File: config.mk
export PLATFORM = sky130hd
export DESIGN_NAME = ngls_accum
export DESIGN_NICKNAME = d
export VERILOG_FILES = /design/src/ngls_pkg.sv /design/src/ngls_accum.sv
export SDC_FILE = /design/constraint.sdc
export NUM_CORES = 1
export LEC_CHECK = 0
export ABC_AREA = 0
export BUFFER_PORTS_ARGS = -buffer_cell sky130_fd_sc_hd__clkbuf_2
export CORE_MARGIN = 1
export CORE_UTILIZATION = 59
export DETAILED_ROUTE_END_ITERATION = 7
export GPL_TIMING_DRIVEN = 0
export MAX_ROUTING_LAYER = met4
export PLACE_DENSITY_LB_ADDON = 0.08
export SETUP_SLACK_MARGIN = 0.4
export SYNTH_ARGS = -nofsm -noshare
export SYNTH_HDL_FRONTEND = slang
export SYNTH_SLANG_ARGS = --single-unit
File: constraint.sdc
create_clock -name aclk -period 12 [get_ports aclk]
set_input_delay 2.4 -clock aclk [delete_from_list [all_inputs] [get_ports aclk]]
set_output_delay 2.4 -clock aclk [all_outputs]
set_load 0.01 [all_outputs]
File: src/ngls_pkg.sv
// Shared constants, codes and types of the n-gram log-probability scorer.
package ngls_pkg;

    // Default sizing of the scorer
    localparam int NGLS_MAX_WINDOW    = 3;
    localparam int NGLS_ALPHABET_SIZE = 26;
    localparam int NGLS_LOG_WIDTH     = 16;
    localparam int NGLS_SUM_WIDTH     = 32;

    // Fixed port field widths
    localparam int LETTER_PORT_W = 5;
    localparam int INDEX_PORT_W  = 15;
    localparam int LOG_PORT_W    = 16;
    localparam int SCORE_W       = 32;
    localparam int S_TDATA_W     = 40;
    localparam int CFG_INDEX_W   = 1;
    localparam int CFG_DATA_W    = 16;
    localparam int NGRAM_LEN_W   = 2;

    // Item kinds carried on s_tuser
    localparam logic OP_LOAD   = 1'b0;
    localparam logic OP_LETTER = 1'b1;

    // Configuration register indexes
    localparam logic [CFG_INDEX_W-1:0] CFG_NGRAM_LENGTH     = 1'd0;
    localparam logic [CFG_INDEX_W-1:0] CFG_MISSING_LOG_PROB = 1'd1;

    // Control travelling with a letter from the window stage to the sum stage
    typedef struct packed {
        logic valid;
        logic score;
        logic last;
    } ngls_s2_ctrl_t;

endpackage

File: src/ngls_accum.sv
// Saturating score sum and result register of the scorer.
module ngls_accum #(
    parameter int LOG_WIDTH = 16,
    parameter int SUM_WIDTH = 32
) (
    input  logic                               aclk,
    input  logic                               aresetn,
    input  ngls_pkg::ngls_s2_ctrl_t            in_ctrl,
    output logic                               in_ready,
    input  logic                               rd_present,
    input  logic signed [LOG_WIDTH-1:0]        rd_log_prob,
    input  logic signed [LOG_WIDTH-1:0]        missing_log_prob,
    output logic                               m_tvalid,
    input  logic                               m_tready,
    output logic [ngls_pkg::SCORE_W-1:0]       m_tdata
);
    import ngls_pkg::*;

    localparam int WIDE_W = SUM_WIDTH + LOG_WIDTH + 1;
    localparam int HIGH_W = WIDE_W - SUM_WIDTH + 1;

    logic                        s2_valid_reg;
    logic                        s2_score_reg;
    logic                        s2_last_reg;
    logic signed [SUM_WIDTH-1:0] sum_reg;
    logic signed [SUM_WIDTH-1:0] sum_next;
    logic                        out_valid_reg;
    logic [SCORE_W-1:0]          out_data_reg;

    logic                        out_free;
    logic                        s2_go;
    logic signed [LOG_WIDTH-1:0] addend;
    logic [WIDE_W-1:0]           wide_sum;
    logic [HIGH_W-1:0]           high_bits;
    logic [SUM_WIDTH+SCORE_W-1:0] score_ext;

    assign out_free = !out_valid_reg || m_tready;
    assign s2_go    = s2_valid_reg && (!s2_last_reg || out_free);
    assign in_ready = !s2_valid_reg || s2_go;

    always_comb begin
        if (!s2_score_reg) begin
            addend = '0;
        end else if (rd_present) begin
            addend = rd_log_prob;
        end else begin
            addend = missing_log_prob;
        end
    end

    assign wide_sum  = {{(LOG_WIDTH + 1){sum_reg[SUM_WIDTH-1]}}, sum_reg}
                     + {{(SUM_WIDTH + 1){addend[LOG_WIDTH-1]}}, addend};
    assign high_bits = wide_sum[WIDE_W-1:SUM_WIDTH-1];

    // Clamp to the sum's range when the high bits disagree
    always_comb begin
        if ((&high_bits) || !(|high_bits)) begin
            sum_next = wide_sum[SUM_WIDTH-1:0];
        end else if (wide_sum[WIDE_W-1]) begin
            sum_next = {1'b1, {(SUM_WIDTH - 1){1'b0}}};
        end else begin
            sum_next = {1'b0, {(SUM_WIDTH - 1){1'b1}}};
        end
    end

    assign score_ext = {{SCORE_W{sum_next[SUM_WIDTH-1]}}, sum_next};

    always_ff @(posedge aclk) begin
        if (!aresetn) begin
            s2_valid_reg  <= 1'b0;
            s2_score_reg  <= 1'b0;
            s2_last_reg   <= 1'b0;
            sum_reg       <= '0;
            out_valid_reg <= 1'b0;
        end else begin
            if (in_ready) begin
                s2_valid_reg <= in_ctrl.valid;
                s2_score_reg <= in_ctrl.score;
                s2_last_reg  <= in_ctrl.last;
            end
            if (s2_go) begin
                sum_reg <= s2_last_reg ? '0 : sum_next;
            end
            if (s2_go && s2_last_reg) begin
                out_valid_reg <= 1'b1;
            end else if (m_tready) begin
                out_valid_reg <= 1'b0;
            end
        end
    end

    always_ff @(posedge aclk) begin
        if (s2_go && s2_last_reg) begin
            out_data_reg <= score_ext[SCORE_W-1:0];
        end
    end

    assign m_tvalid = out_valid_reg;
    assign m_tdata  = out_data_reg;

endmodule

-- Yosys cells after proc, flatten, opt, wreduce, memory -nomap -nowiden
Cells that the tools add are included.
- add/subtract/negate cells: 1
- mux-type cells: 7
- reductions and logical operators: 13
- operator list (operator ; number):
    $mux 32 ; 3
    $add 32x16->33 ; 1
    $mux 16 ; 2
    $reduce_and 18->1 ; 1
    $reduce_or 18->1 ; 1
    $logic_not 1->1 ; 4
    $logic_or 1x1->1 ; 4
    $logic_and 1x1->1 ; 2
    $mux 1 ; 2
    $reduce_bool 2->1 ; 1
- register bits after elaboration: 68
- input bits: 39
- logic and storage cells: 27

-- Logic depth before layout (Yosys ltp)
Gate-level depths: netlist of the first run.
- depth after elaboration: 8
- mapped depth: 16

-- Worst setup path before layout of the first run
OpenSTA, ideal clock, no wires.
- path kind: in2reg
- from: input port rd_present
- to: register out_data_reg[16], in the netlist m_tdata[16] (data pin)
- setup time: 0.259 ns
- arrival time: 6.283 ns
- required time: 11.741 ns
- path slack: 5.457 ns
- stages on the path: 15
- path buffers: 5
- path through: clkbuf_1 > clkbuf_1 > mux2i_1 > nor2b_1 > ha_1 > buf_2 > a21oi_1 > o21ai_1 > a2111oi_0 > o31ai_1 > a21oi_4 > a31o_1 > buf_6 > buf_2 > o21ai_1
- longest elaborated chain between the ends: 7
- ends and longest elaborated chain (element ; RTL line ; text):
    from (decl) ; ngls_accum.sv:10 ; input logic rd_present,
    $mux 16 (*) ; ngls_accum.sv:44 ; end else if (rd_present) begin
    $mux 16 (*) ; ngls_accum.sv:42 ; if (!s2_score_reg) begin
    $add 32x16->33 (*) ; ngls_accum.sv:52 ; + {{(SUM_WIDTH + 1){addend[LOG_WIDTH-1]}}, addend};
    $reduce_or 18->1 ; ngls_accum.sv:57 ; if ((&high_bits) || !(|high_bits)) begin
    $logic_not 1->1 ; ngls_accum.sv:57 ;
    $logic_or 1x1->1 ; ngls_accum.sv:57 ;
    $mux 32 (*) ; ngls_accum.sv:57 ;
    named net sum_next[16] ; ngls_accum.sv:26 ; logic signed [SUM_WIDTH-1:0] sum_next;
    to (signal assigned) ; ngls_accum.sv:94 ; out_data_reg <= score_ext[SCORE_W-1:0];
    to (decl) ; ngls_accum.sv:28 ; logic [SCORE_W-1:0] out_data_reg;
Mark *: on every way through the listed nets, which the timed path passes. The rest lies on a longest branch.
A chain may end at the register's enable or synchronous reset.

-- Worst setup path in the final report of the first run
- from: input port rd_present
- to: register out_data_reg[29], in the netlist m_tdata[29] (data pin)
The elaborated chain is that of the path after synthesis.

==> flow_metrics.env, run 1 <==
export IMPL_outcome="finished, final reports clean"
export IMPL_peakVddDrop_v=0.0000675
export IMPL_hold_viol_final=0
export IMPL_numCtsBuffers=9
export IMPL_postCtsSetupBuffers=0
export IMPL_antenna_found_initial=0
export IMPL_wire_per_inst_microns=18.1
export IMPL_vias_per_cell=6.19
export IMPL_crit_required_ns=12.09
export IMPL_syn_nets=597
export IMPL_die_height_microns=91.9
export IMPL_synth_distinct_cells=66
export IMPL_synth_top_cell_by_area="edfxtp_1"
export IMPL_path_clk_slew_ns=0.08
export IMPL_grt_pass1_wl_microns=20800
export IMPL_final_seq_area_sq_um=1680
export IMPL_crit_path_end_kind="flip-flop"
export IMPL_r2r_start="s2_score_reg$_SDFFE_PN0P_"
export IMPL_routed_wl_microns=12900
export IMPL_multi_input_area_sq_um=2910
export IMPL_synth_area_leaders="edfxtp_1, dfxtp_1, ha_1"
export IMPL_grt_ovfl_total=0
export IMPL_clock_sinks=68
export IMPL_synth_seq_area_share_pct=35.2
export IMPL_fin_tns_setup_ns=0
export IMPL_synth_seq_cells=68
export IMPL_maxCapViolations=0
export IMPL_yosysTopAreaCellShare_pct=20.1
export IMPL_postSynthCellCount=525
export IMPL_synth_area_sq_um=4770
export IMPL_fin_crit_sh_pct=59.1
export IMPL_final_util_pct=71.0
export IMPL_slew_headroom_pct=35.3
export IMPL_io_buffers=71
export IMPL_r2r_end="m_tdata[29]$_DFFE_PP_"
export IMPL_syn_to_final_growth_pct=15.5
export IMPL_antenna_cells=0
export IMPL_drt_iter0_drc=190
export IMPL_die_w_microns=91.9
export IMPL_synth_edf_count=32
export IMPL_ctsHoldBuffers=0
export IMPL_regToRegSetupSlack_ns=7.19
export IMPL_hpwl_microns=9570
export IMPL_tritoncts="yes"
export IMPL_fill_cells=633
export IMPL_ctsHtreeMaxLevel=3
export IMPL_setup_viol=0
export IMPL_max_freq_mhz=141
export IMPL_drive_gt1_share_pct=20.3
export IMPL_synth_ff_type="dfxtp_1"
export IMPL_cp_max_fo=17
export IMPL_worstRegToRegCells=13
export IMPL_grt_max_degree=33
export IMPL_rsz0062_at_grt="false"
export IMPL_grt_use_total_pct=32.5
export IMPL_min_delay_path_depth=2
export IMPL_ys_warn_count=0
export IMPL_crit_type="in2reg"
export IMPL_cp_start_kind="primary input"
export IMPL_pwr_density_cell_nw_per_um2=101
export IMPL_cts_repair_resized=0
export IMPL_tightest_slew_ns=0.968
export IMPL_start_util_pct=61.4
export IMPL_hold_end="sum_reg[27]$_SDFFE_PN0P_"
export IMPL_vias=4420
export IMPL_antenna_left=0
export IMPL_layout_nets=679
export IMPL_cts_root_buf="clkbuf_8"
export IMPL_skew_ns=0.0119
export IMPL_avgSynthCellArea_sq_um=9.09
export IMPL_gp_congestion=0.913
export IMPL_row_count=32
export IMPL_core_area_sq_um=7770
export IMPL_hold_slack_ns=0.471
export IMPL_drt_pass1_iter_count=5
export IMPL_fin_crit_ns=7.09
export IMPL_worst_ep_arrival_time_ns=7.19
export IMPL_hold_class="reg2reg"
export IMPL_grt_pass1_vias=4313
export IMPL_drc_errors=0
export IMPL_dieArea_sq_um=8450
export IMPL_clock_latency_ns=0.37
export IMPL_ys_async_sr_fraction_pct=0
export IMPL_ios=73
export IMPL_hp_start="sum_reg[27]$_SDFFE_PN0P_"
export IMPL_clock_path_buffers=2
export IMPL_leakagePower_nw=2.30
export IMPL_slew_violations=0
[Yosys cell counts, drive strengths merged (5+ instances only)]
master / number
nand2: 63
o21ai: 54
dfxtp: 36
a21oi: 34
edfxtp: 32
ha: 32
nor2: 23
o311ai: 22
nor2b: 21
xnor2: 21
buf: 18
mux2i: 17
clkbuf: 15
xor2: 10
a21o: 9
inv: 9
o211ai: 9
and2: 8
nand4: 8
a211oi: 7
nand2b: 6
nand3: 6
nor3: 6
o31ai: 6
and3: 5
o21bai: 5
[report_power, final]
group / leakage (nW) / internal [W] / switching [W]
registers: 0.597 / 0.000249 / 0.00000273
clock network: 0.122 / 0.000144 / 0.0000971
logic: 1.58 / 0.0000263 / 0.0000413
total: 2.30 / 0.000419 / 0.000141
[per-layer routing]
layer  global-route usage [%]  wire length (microns)  vias to the layer above
met5                        -                      0                        -
met1                     40.3                   5750                     2094
met2                     53.4                   6200                      166
met3                     4.23                    668                       30
li1                         -                      -                     2130
met4                     13.4                    310                        0
[worst max-delay path: stages]
cell,delay (ns)
clkbuf_1,0.32
clkbuf_1,0.61
mux2i_1,0.18
nor2b_2,0.76
ha_1,0.38
buf_2,0.18
a21oi_1,0.30
o21ai_1,0.16
a2111oi_0,0.48
o31ai_1,0.25
o21ai_1,0.19
o22a_1,0.27
buf_2,0.31
buf_2,0.26
o21ai_0,0.12
[worst max path at each step]
| stage | startpoint | endpoint | cells after the start |
|---|---|---|---|
| detailed placement | rd_present | m_tdata[25]$_DFFE_PP_ | 16 |
| finish | rd_present | m_tdata[29]$_DFFE_PP_ | 15 |
| CTS | rd_present | m_tdata[29]$_DFFE_PP_ | 16 |
| global placement | rd_present | m_tdata[30]$_DFFE_PP_ | 16 |
| global route | rd_present | m_tdata[25]$_DFFE_PP_ | 16 |
| floorplan | rd_present | m_tdata[16]$_DFFE_PP_ | 15 |
[kinds of logic after synthesis]
logic type,synth area share (%)
AO/OA/AOI/OAI,26.0
AND/OR/NAND/NOR,16.5
flip-flops,35.2
buffers and inverters,4.06
adder cells (fa/ha/maj),8.81
XOR/XNOR,5.85
multiplexers,3.57
[area by class of cell]
| type | count | area share (%) |
|---|---|---|
| plain buffers | 33 | 2.90 |
| clock buffers | 10 | 2.50 |
| clock inverters | 6 | 2.02 |
| inverters | 9 | 0.613 |
| multi-input cells | 415 | 52.7 |
| flip-flops and latches | 68 | 30.5 |
| well taps | 102 | 2.31 |
| repair buffers | 71 | 6.44 |
[metrics by stage]
stage	instance area [sq um]	worst slack, ns	total power, W	instances
final	5510	4.91	0.000560	714
after global routing	5510	4.51	0.000574	714
after CTS	5510	4.91	0.000558	714
after detailed placement	5270	4.57	0.000323	698
after global placement	5260	4.21	0.000321	698
after floorplan	4770	5.46	0.000302	525
[layout by cell type, fill, tap and decap left out, drive strengths merged, types with 5 or more instances in the layout]
master   n
a211oi   7
a21o     9
a21oi   34
and2     8
and3     5
buf     18
clkbuf  96
dfxtp   36
edfxtp  32
ha      32
inv      9
mux2i   17
nand2   63
nand2b   6
nand3    6
nand4    8
nor2    23
nor2b   21
nor3     6
o211ai   9
o21ai   54
o21bai   5
o311ai  22
o31ai    6
xnor2   21
xor2    10
(Power assumes the default switching activity.)
==> run 2, diff against run 1 <==
--- a/config.mk
+++ b/config.mk
@@ -8,7 +8,7 @@
 export ABC_AREA = 0
 export BUFFER_PORTS_ARGS = -buffer_cell sky130_fd_sc_hd__clkbuf_2
 export CORE_MARGIN = 1
-export CORE_UTILIZATION = 59
+export CORE_UTILIZATION = 58
 export DETAILED_ROUTE_END_ITERATION = 7
 export GPL_TIMING_DRIVEN = 0
 export MAX_ROUTING_LAYER = met4
==> constraint.sdc (replaced) <==
create_clock -name aclk -period 6.8 [get_ports aclk]
set_input_delay 1.36 -clock aclk [delete_from_list [all_inputs] [get_ports aclk]]
set_output_delay 1.36 -clock aclk [all_outputs]
set_load 0.01 [all_outputs]
==> flow_metrics.env, run 2 (synthesis gave the netlist of run 1 again) <==
export IMPL_outcome="finished, final reports clean"
export IMPL_fin_tns_setup_ns=0
export IMPL_pwr_density_cell_nw_per_um2=166
export IMPL_slew_violations=0
export IMPL_tritoncts="yes"
export IMPL_maxCapViolations=0
export IMPL_use_met3_pct=4.02
export IMPL_max_freq_mhz=171
export IMPL_drc_errors=0
export IMPL_worst_ep_arrival_time_ns=5.93
export IMPL_r2r_start="s2_score_reg$_SDFFE_PN0P_"
export IMPL_use_met2_pct=52.7
export IMPL_grt_ovfl_total=0
export IMPL_cp_max_fo=17
export IMPL_drive_gt1_share_pct=19.9
export IMPL_start_util_pct=60.8
export IMPL_setup_viol=0
export IMPL_rsz0062_at_grt="false"
export IMPL_fin_crit_sh_pct=86.0
export IMPL_fin_crit_ns=5.85
export IMPL_crit_required_ns=6.88
export IMPL_ios=73
export IMPL_io_buffers=71
export IMPL_postCtsSetupBuffers=0
export IMPL_grt_pass1_wl_microns=20900
export IMPL_r2r_end="m_tdata[23]$_DFFE_PP_"
export IMPL_tightest_slew_ns=0.984
export IMPL_hpwl_microns=9670
export IMPL_row_count=32
export IMPL_core_area_sq_um=7850
export IMPL_gp_congestion=0.928
export IMPL_clock_sinks=68
export IMPL_ctsHoldBuffers=0
export IMPL_antenna_cells=0
export IMPL_clock_path_buffers=2
export IMPL_path_clk_slew_ns=0.07
export IMPL_mostFrequentLayoutCells="clkbuf_2, nand2_1, dfxtp_1"
export IMPL_slew_headroom_pct=34.2
export IMPL_layout_commonest_cell="clkbuf_2"
export IMPL_drt_iter0_drc=321
export IMPL_hold_viol_final=0
export IMPL_wire_per_inst_microns=17.8
export IMPL_ctsHtreeMaxLevel=3
export IMPL_cp_start_kind="primary input"
export IMPL_antenna_found_initial=0
export IMPL_skew_ns=0.0135
export IMPL_layout_nets=679
export IMPL_drt_pass1_iter_count=5
export IMPL_leakagePower_nw=2.29
export IMPL_peakVddDrop_v=0.000163
export IMPL_busiest_layer="met2"
export IMPL_crit_type="in2reg"
export IMPL_grt_pass1_vias=4357
export IMPL_critPathLaunch="rd_present"
export IMPL_grt_max_degree=33
export IMPL_die_w_microns=92.7
export IMPL_crit_path_end_kind="flip-flop"
export IMPL_numCtsBuffers=9
export IMPL_cts_root_buf="clkbuf_8"
export IMPL_syn_to_final_growth_pct=14.8
export IMPL_clock_latency_ns=0.35
export IMPL_worstSetupEndpoint="m_tdata[23]$_DFFE_PP_"
export IMPL_hold_class="reg2reg"
export IMPL_dieArea_sq_um=8590
export IMPL_antenna_left=0
export IMPL_routed_wl_microns=12700
export IMPL_worstRegToRegCells=13
export IMPL_use_met1_pct=40.4
export IMPL_die_height_microns=92.7
export IMPL_hold_slack_ns=0.475
export IMPL_vias_per_cell=6.21
export IMPL_grt_use_total_pct=32.2
export IMPL_vias=4431
export IMPL_regToRegSetupSlack_ns=2.31
## run 2: cell count changes in the layout (fill, tap and decap cells not counted), sizes merged
cell and change:
bufinv -3, clkinv -1, clkbuf +4
## run 2: area by class of cell
| class | count | area (sq um) |
|---|---|---|
| buffer | 33 | 160 |
| clock buffer | 14 | 195 |
| clock inverter | 2 | 12.5 |
| fill | 660 | 2370 |
| inverter | 9 | 33.8 |
| multi-input combinational | 415 | 2910 |
| sequential | 68 | 1680 |
| tap | 102 | 128 |
| timing repair buffer | 71 | 355 |
## run 2: routing by layer
metal / vias to the layer above / wire length (microns) / part of all wire (%)
met5: - / 0 / 0
met4: 0 / 349 / 2.7
met3: 29 / 753 / 5.9
met2: 172 / 5970 / 47
met1: 2107 / 5650 / 44
li1: 2123 / - / -
## run 2: timing repair
| action | 4_1_cts | 5_1_grt |
|---|---|---|
| pin swaps | 0 | 0 |
| hold endpoints to repair | 0 | 0 |
| resized for setup | 1 | 1 |
| endpoints found under the setup margin | 41 | 24 |
## run 2: power by group
| group | internal [W] | total, W | switching (W) |
|---|---|---|---|
| clock network | 0.000187 | 0.000346 | 0.000159 |
| logic | 0.0000467 | 0.000119 | 0.0000725 |
| registers | 0.000439 | 0.000443 | 0.00000468 |
## run 2: critical path, cell delays in order
cell and delay (ns):
clkbuf_1 0.33, clkbuf_1 0.60, mux2i_1 0.26, nor2b_4 0.47, ha_1 0.32, buf_2 0.18, a21oi_1 0.28, o21ai_1 0.13
a2111oi_0 0.61, o31ai_1 0.26, a21oi_4 0.34, a31o_1 0.22, buf_6 0.16, buf_2 0.27, o21ai_1 0.12
## run 2: how the worst min path moves through the flow
stage / start / endpoint / slack (ns) / cells after the start
after floorplan: sum_reg[27]$_SDFFE_PN0P_ / sum_reg[27]$_SDFFE_PN0P_ / 0.43 / 2
after CTS: sum_reg[27]$_SDFFE_PN0P_ / sum_reg[27]$_SDFFE_PN0P_ / 0.48 / 2
after global routing: sum_reg[11]$_SDFFE_PN0P_ / sum_reg[11]$_SDFFE_PN0P_ / 0.50 / 2
after global placement: sum_reg[27]$_SDFFE_PN0P_ / sum_reg[27]$_SDFFE_PN0P_ / 0.45 / 2
after detailed placement: sum_reg[23]$_SDFFE_PN0P_ / sum_reg[23]$_SDFFE_PN0P_ / 0.46 / 2
final: sum_reg[11]$_SDFFE_PN0P_ / sum_reg[11]$_SDFFE_PN0P_ / 0.47 / 2
## run 2: metrics by stage
stage | instance area [sq um] | total power, W | util, % | setup WS (ns) | instances
after floorplan | 4770 | 0.000532 | - | 1.30 | 525
after global placement | 5260 | 0.000565 | 67.0 | -0.0751 | 698
after detailed placement | 5260 | 0.000569 | 67.1 | -0.162 | 698
after CTS | 5470 | 0.000909 | 69.7 | 0.644 | 714
after global routing | 5480 | 0.000942 | 69.8 | 0.537 | 714
final | 5480 | 0.000908 | 69.8 | 0.949 | 714
