### src/ngls_pkg.sv
// Shared constants, codes and types of the n-gram log-probability scorer.
package ngls_pkg;

    // Default sizing of the scorer
    localparam int NGLS_MAX_WINDOW    = 3;
    localparam int NGLS_ALPHABET_SIZE = 26;
    localparam int NGLS_LOG_WIDTH     = 16;
    localparam int NGLS_SUM_WIDTH     = 32;

    // Fixed port field widths
    localparam int LETTER_PORT_W = 5;
    localparam int INDEX_PORT_W  = 15;
    localparam int LOG_PORT_W    = 16;
    localparam int SCORE_W       = 32;
    localparam int S_TDATA_W     = 40;
    localparam int CFG_INDEX_W   = 1;
    localparam int CFG_DATA_W    = 16;
    localparam int NGRAM_LEN_W   = 2;

    // Item kinds carried on s_tuser
    localparam logic OP_LOAD   = 1'b0;
    localparam logic OP_LETTER = 1'b1;

    // Configuration register indexes
    localparam logic [CFG_INDEX_W-1:0] CFG_NGRAM_LENGTH     = 1'd0;
    localparam logic [CFG_INDEX_W-1:0] CFG_MISSING_LOG_PROB = 1'd1;

    // Control travelling with a letter from the window stage to the sum stage
    typedef struct packed {
        logic valid;
        logic score;
        logic last;
    } ngls_s2_ctrl_t;

endpackage

### src/ngls_window.sv
// Letter history and window address of the scorer.
module ngls_window #(
    parameter int MAX_WINDOW    = 3,
    parameter int ALPHABET_SIZE = 26,
    parameter int ADDR_W        = 15
) (
    input  logic                                 aclk,
    input  logic                                 aresetn,
    input  logic                                 advance,
    input  logic [ngls_pkg::LETTER_PORT_W-1:0]   letter,
    input  logic                                 end_of_text,
    input  logic [ngls_pkg::NGRAM_LEN_W-1:0]     ngram_length,
    output logic [ADDR_W-1:0]                    win_addr,
    output logic                                 win_score
);
    import ngls_pkg::*;

    localparam int LETTER_W = $clog2(ALPHABET_SIZE);
    localparam int HIST_D   = (MAX_WINDOW > 1) ? MAX_WINDOW - 1 : 1;
    localparam int NW_W     = $clog2(MAX_WINDOW + 1);
    localparam logic [ADDR_W-1:0] RADIX = ADDR_W'(ALPHABET_SIZE);

    logic [LETTER_W-1:0] hist_reg [HIST_D];
    logic [NW_W-1:0]     seen_reg;
    logic [NW_W-1:0]     seen_next;
    logic [NW_W-1:0]     n_eff;
    logic [2:0]          len_wide;
    logic [LETTER_W-1:0] letter_c;
    logic [ADDR_W-1:0]   idx;

    // Out-of-range letters count as the last letter of the alphabet
    always_comb begin
        if ({1'b0, letter} >= (LETTER_PORT_W + 1)'(ALPHABET_SIZE)) begin
            letter_c = LETTER_W'(ALPHABET_SIZE - 1);
        end else begin
            letter_c = letter[LETTER_W-1:0];
        end
    end

    // Zero acts as one, beyond the maximum acts as the maximum
    always_comb begin
        len_wide = {1'b0, ngram_length};
        if (len_wide == 3'd0) begin
            n_eff = NW_W'(1);
        end else if (len_wide > 3'(MAX_WINDOW)) begin
            n_eff = NW_W'(MAX_WINDOW);
        end else begin
            n_eff = NW_W'(len_wide);
        end
    end

    assign seen_next = (seen_reg < NW_W'(MAX_WINDOW)) ? seen_reg + NW_W'(1) : seen_reg;
    assign win_score = (seen_next >= n_eff);

    // Oldest letter is the most significant digit
    always_comb begin
        idx = '0;
        for (int k = MAX_WINDOW - 2; k >= 0; k--) begin
            if (k <= int'(n_eff) - 2) begin
                idx = ADDR_W'(idx * RADIX) + ADDR_W'(hist_reg[k]);
            end
        end
        win_addr = ADDR_W'(idx * RADIX) + ADDR_W'(letter_c);
    end

    always_ff @(posedge aclk) begin
        if (!aresetn) begin
            seen_reg <= '0;
            for (int k = 0; k < HIST_D; k++) begin
                hist_reg[k] <= '0;
            end
        end else if (advance) begin
            if (end_of_text) begin
                seen_reg <= '0;
                for (int k = 0; k < HIST_D; k++) begin
                    hist_reg[k] <= '0;
                end
            end else begin
                seen_reg <= seen_next;
                for (int k = HIST_D - 1; k > 0; k--) begin
                    hist_reg[k] <= hist_reg[k-1];
                end
                hist_reg[0] <= letter_c;
            end
        end
    end

endmodule

### config.mk
export PLATFORM = sky130hd
export DESIGN_NAME = ngls_window
export DESIGN_NICKNAME = d
export VERILOG_FILES = /design/src/ngls_pkg.sv /design/src/ngls_window.sv
export SDC_FILE = /design/constraint.sdc
export NUM_CORES = 1
export LEC_CHECK = 0
export BUFFER_PORTS_ARGS = -buffer_cell sky130_fd_sc_hd__buf_4
export CAP_MARGIN = 30
export CORE_AREA = 2 2 76 78
export CTS_BUF_LIST = sky130_fd_sc_hd__clkbuf_4
export CTS_CLUSTER_DIAMETER = 60
export DETAILED_ROUTE_END_ITERATION = 16
export DIE_AREA = 0 0 78 80
export RECOVER_POWER = 25
export SETUP_SLACK_MARGIN = 0.5
export SYNTH_ARGS = -nofsm -noshare
export SYNTH_HDL_FRONTEND = slang
export SYNTH_SLANG_ARGS = --single-unit
### constraint.sdc
create_clock -name aclk -period 6.85 [get_ports aclk]
set_input_delay 1.0275 -clock aclk [delete_from_list [all_inputs] [get_ports aclk]]
set_output_delay 1.0275 -clock aclk [all_outputs]
set_load 0.01 [all_outputs]
* Yosys cells after proc, flatten, opt, wreduce, memory -nomap -nowiden
Memory sizes are Yosys's and may differ from the RTL's. Cells that the tools add are included.
Storage, ports and cells: flip-flop bits (word level) 2, latch bits 0, bits in writable memories 10, memory bits (read-only) 0, input bits 11, output and inout bits 16, memories kept 1
Cells by class: add/sub/neg operators 4, multipliers 2, div/mod/pow operators 0, $lt $le $gt $ge 5, equality and inequality tests 0, shift-type cells 0, mux-type cells 19, bitwise gates (word level) 4, reduce and logical (&&, ||, !) cells 1
Memory list:
- hist_reg | depth 2, width 5, read ports 2, clocked after Yosys merged registers in 0, write ports 2, RTL line ngls_window.sv:23 | logic [LETTER_W-1:0] hist_reg [HIST_D];
Operators with widths (number):
- $add 15x5->15 | 2
- $mul 15x4->14 const B | 2
- $mux 5 | 6
- $mux 15 | 1
- $mux 1 | 9
- $mux 2 | 3
- $ge 5x5->1 const B | 1
- $or 1x1->1 | 4
- $le 1x3->1 const A | 1
- $le 2x3->1 const A | 1
- $sub 2x2->3 const B | 1
- $add 2x1->2 const B | 1
- $ge 2x2->1 | 1
- $logic_not 2->1 | 1
- $lt 2x2->1 const B | 1

* Longest topological paths before layout
Gate-level depths: netlist (run 1).
depth in word-level cells 10, depth in mapped cells 25, gate-level depth less buffers 24

* Least setup slack after synthesis (run 1)
OpenSTA, ideal clock, no wires.
kind in2out, start point in ngram_length[1] in the netlist's numbering, end point out win_addr[14], data arrival time 6.025 ns, data required time 5.822 ns, slack -0.202 ns, stages 21, cells stage by stage clkbuf_1 > and3_1 > ha_1 > fa_1 > fa_1 > a21o_1 > a21oi_1 > xnor2_1 > nand3_1 > xnor2_1 > nand2_1 > fa_1 > inv_1 > ha_1 > a2111oi_0 > o21ai_0 > a31o_1 > a21oi_1 > xnor2_1 > nand4_1 > xnor2_1
Between the ends: word-level cells in the longest chain between the ends 10
Ends and longest elaborated chain:
- start, declared | RTL line ngls_window.sv:12 | input logic [ngls_pkg::NGRAM_LEN_W-1:0] ngram_length,
- $logic_not 2->1 | RTL line ngls_window.sv:43 | if (len_wide == 3'd0) begin
- $mux 2 * | RTL line ngls_window.sv:43
- $sub 2x2->3 * | RTL line ngls_window.sv:59 | if (k <= int'(n_eff) - 2) begin
- $le 2x3->1 | RTL line ngls_window.sv:59
- $mux 5 | RTL line ngls_window.sv:59
- $mul 15x4->14 | RTL line ngls_window.sv:60 | idx = ADDR_W'(idx * RADIX) + ADDR_W'(hist_reg[k]);
- $add 15x5->15 | RTL line ngls_window.sv:60
- $mux 15 * | RTL line ngls_window.sv:59
- $mul 15x4->14 * | RTL line ngls_window.sv:63 | win_addr = ADDR_W'(idx * RADIX) + ADDR_W'(letter_c);
- $add 15x5->15 * | RTL line ngls_window.sv:63
- end, declared | RTL line ngls_window.sv:13 | output logic [ADDR_W-1:0] win_addr,
Every way passes the cells marked *; elsewhere a longest branch is shown, timed or not.

* Worst setup path after layout (run 1)
start point in ngram_length[0] in the netlist's numbering, end point out win_addr[13]
The elaborated chain is that of the path after synthesis.

==> results.json, run 1 <==
{
  "timing.hold.worst_endpoint": "seen_reg[1]$_SDFFE_PN0P_",
  "port-buffer-count": 26,
  "grt_first_pass_wirelength_mm": 8.56,
  "mappedNetlistNets": 334,
  "cts.reportedPaths.clkPinSlew_ns": 0.06,
  "die_y_um": 80,
  "final-seq-area_um2": 340,
  "cts.path.max_buffers": 2,
  "yosys.area_share.xor_xnor_pct": 12.3,
  "sequential_cell_area_fraction_in_the_yosys_report_pct": 14.5,
  "fillCellCount": 473,
  "global_route.usage.total_pct": 16.5,
  "dp_hpwl_mm": 3.78,
  "fp-row-count": 27,
  "drv_cap": 0,
  "worst_r2r_path_depth": 4,
  "timing.final.ws_setup_ns": -0.0267,
  "holdCritPathClass": "reg -> reg",
  "cellPowerDensity_mw_per_mm2": 102,
  "synth_top_area_cell": "sky130_fd_sc_hd__ha_1",
  "outcome": "finished with violations",
  "holdPathStages": 2,
  "cts.sinks": 12,
  "synthesis.instances": 263,
  "core_region_area_mm2": 0.00541,
  "ys_dominant_reg_cell": "sky130_fd_sc_hd__edfxtp_1",
  "synth.top_cell.area_share_pct": 25.0,
  "reg2reg_slack_ns": 5.94,
  "cts_made_buffers": 3,
  "yosysWarnings": 0,
  "worst_ir_drop_vdd_v": 0.000139,
  "reg2reg_to": "seen_reg[0]$_SDFFE_PN0P_",
  "simple_gate_share_of_the_synthesized_area_pct": 17.1,
  "die_w_um": 78,
  "critical_path.reg2reg.startpoint": "seen_reg[0]$_SDFFE_PN0P_",
  "layout.nets": 395,
  "post_layout_power_uw": 333,
  "synth_top_cells_by_count": "47 x sky130_fd_sc_hd__ha_1, 34 x sky130_fd_sc_hd__inv_1, 24 x sky130_fd_sc_hd__xnor2_1, 17 x sky130_fd_sc_hd__nor2_1, 16 x sky130_fd_sc_hd__and2_1",
  "cts.root.buffer_cell": "sky130_fd_sc_hd__clkbuf_4",
  "post-route-period-util_pct": 100,
  "synth_compound_area_share_pct": 13.1,
  "grt_setup_unrepaired": "true",
  "asyncSetResetFlopFracSynth_pct": 0,
  "initial_utilization_pct": 43.5,
  "detailroute.wirelength.met2_mm": 2.13,
  "route.final.wire_length_mm": 4.62,
  "timing.critical_path.slowest_cell_delay_ns": 0.48,
  "num_antenna_cells": 0,
  "clock_skew_ns": 0.00883,
  "drt_first_iter_violations": 35,
  "post_dp_cell_area_mm2": 0.00289,
  "drt-pass1-iter-count": 4,
  "yosys-top-cells-area": "sky130_fd_sc_hd__ha_1 25%, sky130_fd_sc_hd__edfxtp_1 13%, sky130_fd_sc_hd__fa_1 11%",
  "final_max_slew_viol_count": 0,
  "syn_to_final_growth_pct": 38.5,
  "power.static_leakage_nw": 1.65,
  "synth_seq_cells": 12,
  "cts_max_level": 1,
  "vias": 1920,
  "yosys.cell_types.count": 45,
  "design.die.area_mm2": 0.00624,
  "synth-edff-count": 10,
  "drt-met1-wl_mm": 2.44,
  "critical_path.slowest_cell": "sky130_fd_sc_hd__fa_1",
  "synth_adder_area_share_pct": 36.0,
  "cp_data_arrival_time_ns": 5.85,
  "wl_per_cell_um": 11.7,
  "clock.fmax_ghz": 0.145,
  "hp-start": "seen_reg[1]$_SDFFE_PN0P_",
  "overflow": 0,
  "boundaryPins": 27,
  "timing.critical_path.fanout_max": 6,
  "multiInputGateArea_mm2": 0.00217,
  "timing.critical_path.max_delay_family": "adder cells",
  "cp_class": "in -> out",
  "worst-path-buf-inv": 6,
  "antenna_found_initial": 0,
  "drt_drc_violations_left": 0,
  "finalHoldWorstSlack_ns": 0.499,
  "grt_start_max_net_pins": 11,
  "final_area_mm2": 0.00326,
  "synthMuxAreaShare_pct": 0.425,
  "share_of_cells_above_drive_strength_1_pct": 37.8,
  "syn-mean-instance-area_um2": 8.95,
  "top_signal_layer_used": "met3",
  "start_kind": "input pin",
  "worstPathRequired_ns": 5.82,
  "place.gp.congestion": 0.853,
  "clkLatencyLatePin_ns": 0.27,
  "synth.most_common_cell": "sky130_fd_sc_hd__ha_1",
  "setup_viol_count_final": 1,
  "vias_per_cell": 4.86,
  "largest_reg_flops": 10,
  "vias_in_the_first_global_route": 1951,
  "synth_top_family_by_area": "adder cells",
  "drt.antenna.violating_nets": 0,
  "post_synth_instance_area_mm2": 0.00235,
  "critical_path.endpoint_type": "primary output",
  "wl_met3_um": 53,
  "failed_checks": "negative setup slack",
  "finalHoldViolations": 0,
  "tritoncts": "built",
  "cts_hold_buffers": 0,
  "final.min_clock_period_ns": 6.88
}
cell families after synthesis:
group / count (synthesis)
AOI/OAI and AO/OA: 43
other: 1
xor gates and xnor gates: 33
and+or+nand+nor: 74
muxes: 1
adders and majority gates: 60
buffers and inverters: 39
DFF: 12
layout by cell type (no fill, tap or decap), types with 8 or more instances in the layout:
cell type and instances:
sky130_fd_sc_hd__buf_4 52, sky130_fd_sc_hd__ha_1 36, sky130_fd_sc_hd__inv_1 26, sky130_fd_sc_hd__xnor2_1 17, sky130_fd_sc_hd__nor2_1 13, sky130_fd_sc_hd__nand2_1 12, sky130_fd_sc_hd__fa_1 11, sky130_fd_sc_hd__edfxtp_1 10
sky130_fd_sc_hd__ha_4 9, sky130_fd_sc_hd__inv_2 8, sky130_fd_sc_hd__and2_1 8
worst max path at each step:
stage / startpoint / depth (start not counted) / slack, ns / endpoint
6_report: ngram_length[0] / 25 / -0.03 / win_addr[13]
3_3_place_gp: ngram_length[1] / 25 / -0.18 / win_addr[14]
4_1_cts: ngram_length[1] / 25 / -0.06 / win_addr[14]
3_5_place_dp: ngram_length[1] / 25 / -0.14 / win_addr[14]
5_1_grt: ngram_length[0] / 25 / -0.27 / win_addr[14]
2_1_floorplan: ngram_length[1] / 24 / 0.19 / win_addr[13]
metrics by stage:
step	std cells	setup slack (ns)	TNS (ns)	utilization (%)
after floorplan	263	0.189	0	-
after global placement	377	-0.176	-0.295	53.5
after detailed placement	377	-0.143	-0.244	53.5
after CTS	390	-0.0560	-0.0868	57.0
after global routing	395	-0.268	-0.501	60.3
final	395	-0.0267	-0.0267	60.3
layout make-up:
cell class / count / share of cell area [%]
tap: 72 / 2.76
inverter: 34 / 3.91
sequential: 12 / 10.4
clock buffer: 4 / 0.921
multi-input combinational: 212 / 66.6
timing repair buffer: 61 / 15.3
timing repair:
action / CTS / global route
setup endpoints to repair: 5 / 7
buffers inserted: 9 / 5
pin swaps: 35 / 45
gates resized for setup: 23 / 29
worst min-delay path, delay by kind of cell (launching register included):
kind	cells	cell delay (ns)
flops	1	0.34
simple gates	1	0.08
compound gates	1	0.04
layer usage:
layer  global-route usage [%]  up-vias
met5                        0        -
met4                     1.58        0
met3                     1.70        0
met2                     27.4       17
met1                     23.9      886
li1                         -     1017
power by group:
group	leakage, nW	internal, mW	switching [mW]
combinational	1.51	0.0989	0.101
sequential	0.126	0.0835	0.00223
clock	0.0184	0.0265	0.0214
total	1.65	0.209	0.124
Note: power is estimated with default switching activity, not from simulation.
==> run 2: changes to the inputs <==
GPL_TIMING_DRIVEN = 0   (was default)
==> run 2 against run 1 <==
Net effect:
- flip-flop and latch count did not move
- fmax is 2.2% lower
- the flow still finishes with violations (negative setup slack)
- non-clock buffer count is 3 lower
- highest routed layer is now met4
- final cell count shrank 0.76%
- critical endpoint unchanged
- via count grew 0.52%
- first-iteration DRC count down 8.6%
==> results.json, run 2 (synthesis gave the netlist of run 1 again) <==
{
  "cp_data_arrival_time_ns": 6.00,
  "grt_first_pass_wirelength_mm": 8.20,
  "route.final.wire_length_mm": 4.68,
  "drt_first_iter_violations": 32,
  "place.gp.congestion": 0.793,
  "share_clk_of_total_power_pct": 13.7,
  "final_max_slew_viol_count": 0,
  "cp_class": "in -> out",
  "num_antenna_cells": 0,
  "outcome": "finished with violations",
  "critical_path.reg2reg.startpoint": "seen_reg[0]$_SDFFE_PN0P_",
  "clkLatencyLatePin_ns": 0.27,
  "final-seq-area_um2": 340,
  "port-buffer-count": 26,
  "share_of_cells_above_drive_strength_1_pct": 36.6,
  "multiInputGateArea_mm2": 0.00221,
  "worstPathRequired_ns": 5.82,
  "worst-path-buf-inv": 6,
  "leading_cell_type_in_the_layout_fill_and_taps_excluded": "sky130_fd_sc_hd__buf_4",
  "intPower_uw": 224,
  "overflow": 0,
  "cts.reportedPaths.clkPinSlew_ns": 0.07,
  "finish.utilization_pct": 60.2,
  "p_sw_uw": 129,
  "layout.cells.most_common_list": "49 x sky130_fd_sc_hd__buf_4, 34 x sky130_fd_sc_hd__ha_1, 27 x sky130_fd_sc_hd__inv_1",
  "cts.sinks": 12,
  "cellPowerDensity_mw_per_mm2": 109,
  "vias_in_the_first_global_route": 1883,
  "clock.fmax_ghz": 0.142,
  "numPlacedInstances": 361,
  "cts.path.max_buffers": 2,
  "drt_drc_violations_left": 0,
  "wl_per_cell_um": 11.9,
  "fillCellCount": 489,
  "timing.critical_path.from": "ngram_length[1]",
  "final.min_clock_period_ns": 7.03,
  "post_layout_power_uw": 353,
  "cts.root.buffer_cell": "sky130_fd_sc_hd__clkbuf_4",
  "grt_start_max_net_pins": 11,
  "post_dp_cell_area_mm2": 0.00277,
  "timing.critical_path.fanout_max": 6,
  "grt_setup_unrepaired": "true",
  "fp-row-count": 27,
  "power.static_leakage_nw": 1.65,
  "sequentialPowerShare_pct": 24.2,
  "largest_reg_flops": 10,
  "drt-pass1-iter-count": 4,
  "die_w_um": 78,
  "dp_hpwl_mm": 3.56,
  "sw_frac_of_total_pct": 36.6,
  "vias_per_cell": 4.92,
  "finalHoldViolations": 0,
  "holdCritPathClass": "reg -> reg",
  "design.die.area_mm2": 0.00624,
  "antenna_found_initial": 0,
  "tritoncts": "built",
  "core_region_area_mm2": 0.00541,
  "clock_skew_ns": 0.000505,
  "final_area_mm2": 0.00325,
  "hp-start": "seen_reg[1]$_SDFFE_PN0P_",
  "vias": 1930,
  "start_kind": "input pin",
  "post-route-period-util_pct": 103,
  "timing.critical_path.max_delay_family": "adder cells",
  "layout.nets": 392,
  "die_y_um": 80,
  "setup_viol_count_final": 2,
  "initial_utilization_pct": 43.5,
  "failed_checks": "negative setup slack",
  "global_route.usage.total_pct": 15.8,
  "instances_no_fill": 392,
  "syn_to_final_growth_pct": 38.3,
  "drt.antenna.violating_nets": 0,
  "critical_path.slowest_cell": "sky130_fd_sc_hd__fa_2",
  "critical_path.endpoint_type": "primary output",
  "timing.critical_path.slowest_cell_delay_ns": 0.58,
  "drv_cap": 0,
  "pwr-share-comb_pct": 62.1,
  "worst_ir_drop_vdd_v": 0.0000936,
  "timing.final.ws_setup_ns": -0.179,
  "fin_setup_tns_ns": -0.335,
  "cts_made_buffers": 3,
  "cts_hold_buffers": 0,
  "place_ws_ns": -0.426,
  "cts_max_level": 1,
  "finalHoldWorstSlack_ns": 0.495,
  "critical_path.most_common_cell": "sky130_fd_sc_hd__ha_4",
  "boundaryPins": 27
}
==> run 2: cell types whose count changed in the layout (fill, tap and decap cells not counted), moves of 3 or more <==
cell / previous run / this run
sky130_fd_sc_hd__clkbuf_1: 1 / 4
sky130_fd_sc_hd__and2_1: 8 / 16
sky130_fd_sc_hd__buf_4: 52 / 49
sky130_fd_sc_hd__and2_0: 6 / 0
sky130_fd_sc_hd__xnor2_1: 17 / 14
sky130_fd_sc_hd__xnor2_2: 7 / 10
sky130_fd_sc_hd__ha_4: 9 / 12
==> run 2: what timing repair did <==
item                                    in CTS  in global routing
endpoints found under the setup margin       7                  6
pin swaps                                   37                 40
buffers inserted                            21                  6
gates resized for setup                     27                 25
==> run 2: worst register-to-register path, stage by stage, from the launching register on <==
cell and delay [ns]:
sky130_fd_sc_hd__dfxtp_1 0.35, sky130_fd_sc_hd__nor2b_1 0.23, sky130_fd_sc_hd__nor2_1 0.06, sky130_fd_sc_hd__mux2i_1 0.13
sky130_fd_sc_hd__nor2b_1 0.06
==> run 2: path summary, 6_finish.rpt <==
check / to / slack (ns) / cells after the start
worst min register to register: seen_reg[1]$_SDFFE_PN0P_ / 0.50 / 2
worst max register to register: seen_reg[0]$_SDFFE_PN0P_ / 5.92 / 4
worst min-delay path: seen_reg[1]$_SDFFE_PN0P_ / 0.50 / 2
worst max-delay path: win_addr[13] / -0.18 / 26
==> run 2: power by group through the flow <==
stage	clock, mW	combinational [mW]	sequential, mW
floorplan	0	0.118	0.0865
global placement	0	0.170	0.0873
detailed placement	0	0.171	0.0872
CTS	0.0495	0.195	0.0856
global route	0.0537	0.245	0.0863
finish	0.0483	0.220	0.0856
==> run 2: per-layer routing <==
layer	vias to the layer above	routed length, um	GRT usage (%)
met3	2	67	0.679
met1	895	2370	22.2
met5	-	0	0
li1	1010	-	-
met2	23	2220	27.6
met4	0	19	2.11
==> run 2: final cells by class <==
cell class,count,area share (%)
clock buffer,4,0.923
tap,72,2.77
multi-input combinational,212,67.9
timing repair buffer,53,12.7
sequential,12,10.5
inverter,34,3.92
buffer,5,1.35
==> run 3: changes to the inputs <==
SETUP_SLACK_MARGIN = default   (was 0.5)
SKIP_LAST_GASP = 1   (was default)
==> run 3 against run 2 <==
Net effect:
- the run still ends with negative setup slack left
- register-to-register slack is essentially flat
- wire length shrank 1.1%
- combinational power shrank 15%
- global-route usage shrank 0.068 points
- via count shrank 2.2%
- hold slack gained 0.012 ns
- sequential share of layout area grew 0.53 points
- critical path type unchanged
- largest cell class unchanged
- largest power group unchanged
==> results.json, run 3 (synthesis gave the netlist of run 1 again) <==
{
  "place_ws_ns": -0.738,
  "global_route.usage.total_pct": 15.7,
  "initial_utilization_pct": 43.5,
  "outcome": "finished with violations",
  "cts.path.max_buffers": 2,
  "pwr-share-comb_pct": 59.1,
  "vias": 1887,
  "share_of_cells_above_drive_strength_1_pct": 30.8,
  "cts.root.buffer_cell": "sky130_fd_sc_hd__clkbuf_4",
  "intPower_uw": 197,
  "fillCellCount": 515,
  "critical_path.reg2reg.startpoint": "seen_reg[0]$_SDFFE_PN0P_",
  "final_max_slew_viol_count": 0,
  "max_slew.worst_pin.slew_ns": 0.500,
  "critical_path.endpoint_type": "primary output",
  "timing.final.ws_setup_ns": -0.131,
  "p_sw_uw": 120,
  "wl_per_cell_um": 12.0,
  "post-route-period-util_pct": 102,
  "finalHoldViolations": 0,
  "worst_ir_drop_vdd_v": 0.000103,
  "sequentialPowerShare_pct": 27.1,
  "vias_per_cell": 4.91,
  "route.final.wire_length_mm": 4.62,
  "cts_max_level": 1,
  "worstPathRequired_ns": 5.82,
  "cp_class": "in -> out",
  "holdCritPathClass": "reg -> reg",
  "critical_path.most_common_cell": "sky130_fd_sc_hd__xnor2_2",
  "cts_made_buffers": 3,
  "cts_hold_buffers": 0,
  "cts.sinks": 12,
  "drt.antenna.violating_nets": 0,
  "num_antenna_cells": 0,
  "final.min_clock_period_ns": 6.98,
  "design.die.area_mm2": 0.00624,
  "die_y_um": 80,
  "share_clk_of_total_power_pct": 13.7,
  "worst-path-stages": 25,
  "syn_to_final_growth_pct": 31.6,
  "timing.critical_path.fanout_max": 5,
  "cp_data_arrival_time_ns": 5.95,
  "clkLatencyLatePin_ns": 0.27,
  "sw_frac_of_total_pct": 37.8,
  "instances_no_fill": 384,
  "clock.fmax_ghz": 0.143,
  "clock_skew_ns": 0.00123,
  "start_kind": "input pin",
  "vias_in_the_first_global_route": 1905,
  "worst_r2r_path_depth": 4,
  "dp_hpwl_mm": 3.51,
  "grt_setup_unrepaired": "true",
  "fp-row-count": 27,
  "slew-limit-headroom_pct": 66.4,
  "numPlacedInstances": 361,
  "layout.nets": 384,
  "port-buffer-count": 26,
  "hp-start": "seen_reg[1]$_SDFFE_PN0P_",
  "power.static_leakage_nw": 1.58,
  "drt_first_iter_violations": 28,
  "die_w_um": 78,
  "timing.critical_path.from": "ngram_length[1]",
  "timing.critical_path.max_delay_family": "adder cells",
  "boundaryPins": 27,
  "core_region_area_mm2": 0.00541,
  "drv_cap": 0,
  "grt_start_max_net_pins": 11,
  "grt_first_pass_wirelength_mm": 8.14,
  "cellPowerDensity_mw_per_mm2": 102,
  "overflow": 0,
  "failed_checks": "negative setup slack",
  "setup_viol_count_final": 2,
  "drt-pass1-iter-count": 2,
  "drt_drc_violations_left": 0,
  "leading_cell_type_in_the_layout_fill_and_taps_excluded": "sky130_fd_sc_hd__buf_4",
  "largest_reg_flops": 10,
  "layout.cells.most_common_list": "43 x sky130_fd_sc_hd__buf_4, 37 x sky130_fd_sc_hd__ha_1, 29 x sky130_fd_sc_hd__inv_1",
  "cts.reportedPaths.clkPinSlew_ns": 0.07,
  "antenna_found_initial": 0,
  "worst-path-buf-inv": 6,
  "holdPathStages": 2,
  "place.gp.congestion": 0.784,
  "critical_path.slowest_cell": "sky130_fd_sc_hd__fa_1",
  "timing.critical_path.slowest_cell_delay_ns": 0.49,
  "tritoncts": "built"
}
## run 3: path summary, 6_finish.rpt
path | to | slack (ns)
max | win_addr[14] | -0.13
min | seen_reg[1]$_SDFFE_PN0P_ | 0.51
max reg2reg | seen_reg[0]$_SDFFE_PN0P_ | 5.93
min reg2reg | seen_reg[1]$_SDFFE_PN0P_ | 0.51
## run 3: worst reg2reg max path, cell delays in order, from the launching register on
cell and delay (ns):
sky130_fd_sc_hd__dfxtp_1 0.36, sky130_fd_sc_hd__nor2b_1 0.22, sky130_fd_sc_hd__nor2_1 0.06, sky130_fd_sc_hd__mux2i_1 0.13, sky130_fd_sc_hd__nor2b_1 0.06
## run 3: what timing repair did
action	CTS	global route
hold endpoints to repair	0	0
setup endpoints to repair	5	6
buffers inserted	14	5
gates resized for setup	25	23
pin swaps	29	32
## run 3: power by group through the flow
stage               Clock [mW]  Sequential (mW)  Combinational, mW
floorplan                    0           0.0865              0.115
global placement             0           0.0873              0.167
detailed placement           0           0.0873              0.167
CTS                     0.0451           0.0857              0.178
global route            0.0485           0.0866              0.213
finish                  0.0436           0.0860              0.188
## run 3: per-layer routing
metal	global-route usage [%]	routed length (um)	vias to the layer above
met4	2.46	27	0
met3	1.81	98	4
met5	0	0	-
met2	28.2	2280	22
met1	20.7	2210	868
li1	-	-	993
## run 3: layout make-up
| cell class | instances | area, um^2 | area share [%] |
|---|---|---|---|
| Sequential cell | 12 | 340 | 11.0 |
| Tap cell | 72 | 90.1 | 2.91 |
| Timing Repair Buffer | 45 | 345 | 11.1 |
| Buffer | 5 | 43.8 | 1.41 |
| Inverter | 34 | 128 | 4.12 |
| Clock inverter | 1 | 3.75 | 0.121 |
| Multi-Input combinational cell | 212 | 2120 | 68.6 |
| Clock buffer | 3 | 22.5 | 0.727 |
## run 3: through the flow
stage | cell area [um^2] | TNS (ns) | utilization [%] | power [mW] | hold WS [ns]
after floorplan | 2390 | -0.00900 | - | 0.201 | 0.451
after global placement | 2680 | -1.95 | 49.5 | 0.254 | 0.479
after detailed placement | 2680 | -2.06 | 49.5 | 0.255 | 0.489
after CTS | 2940 | -0.309 | 54.4 | 0.309 | 0.506
after global routing | 3100 | -1.13 | 57.3 | 0.348 | 0.562
final | 3100 | -0.226 | 57.3 | 0.317 | 0.508
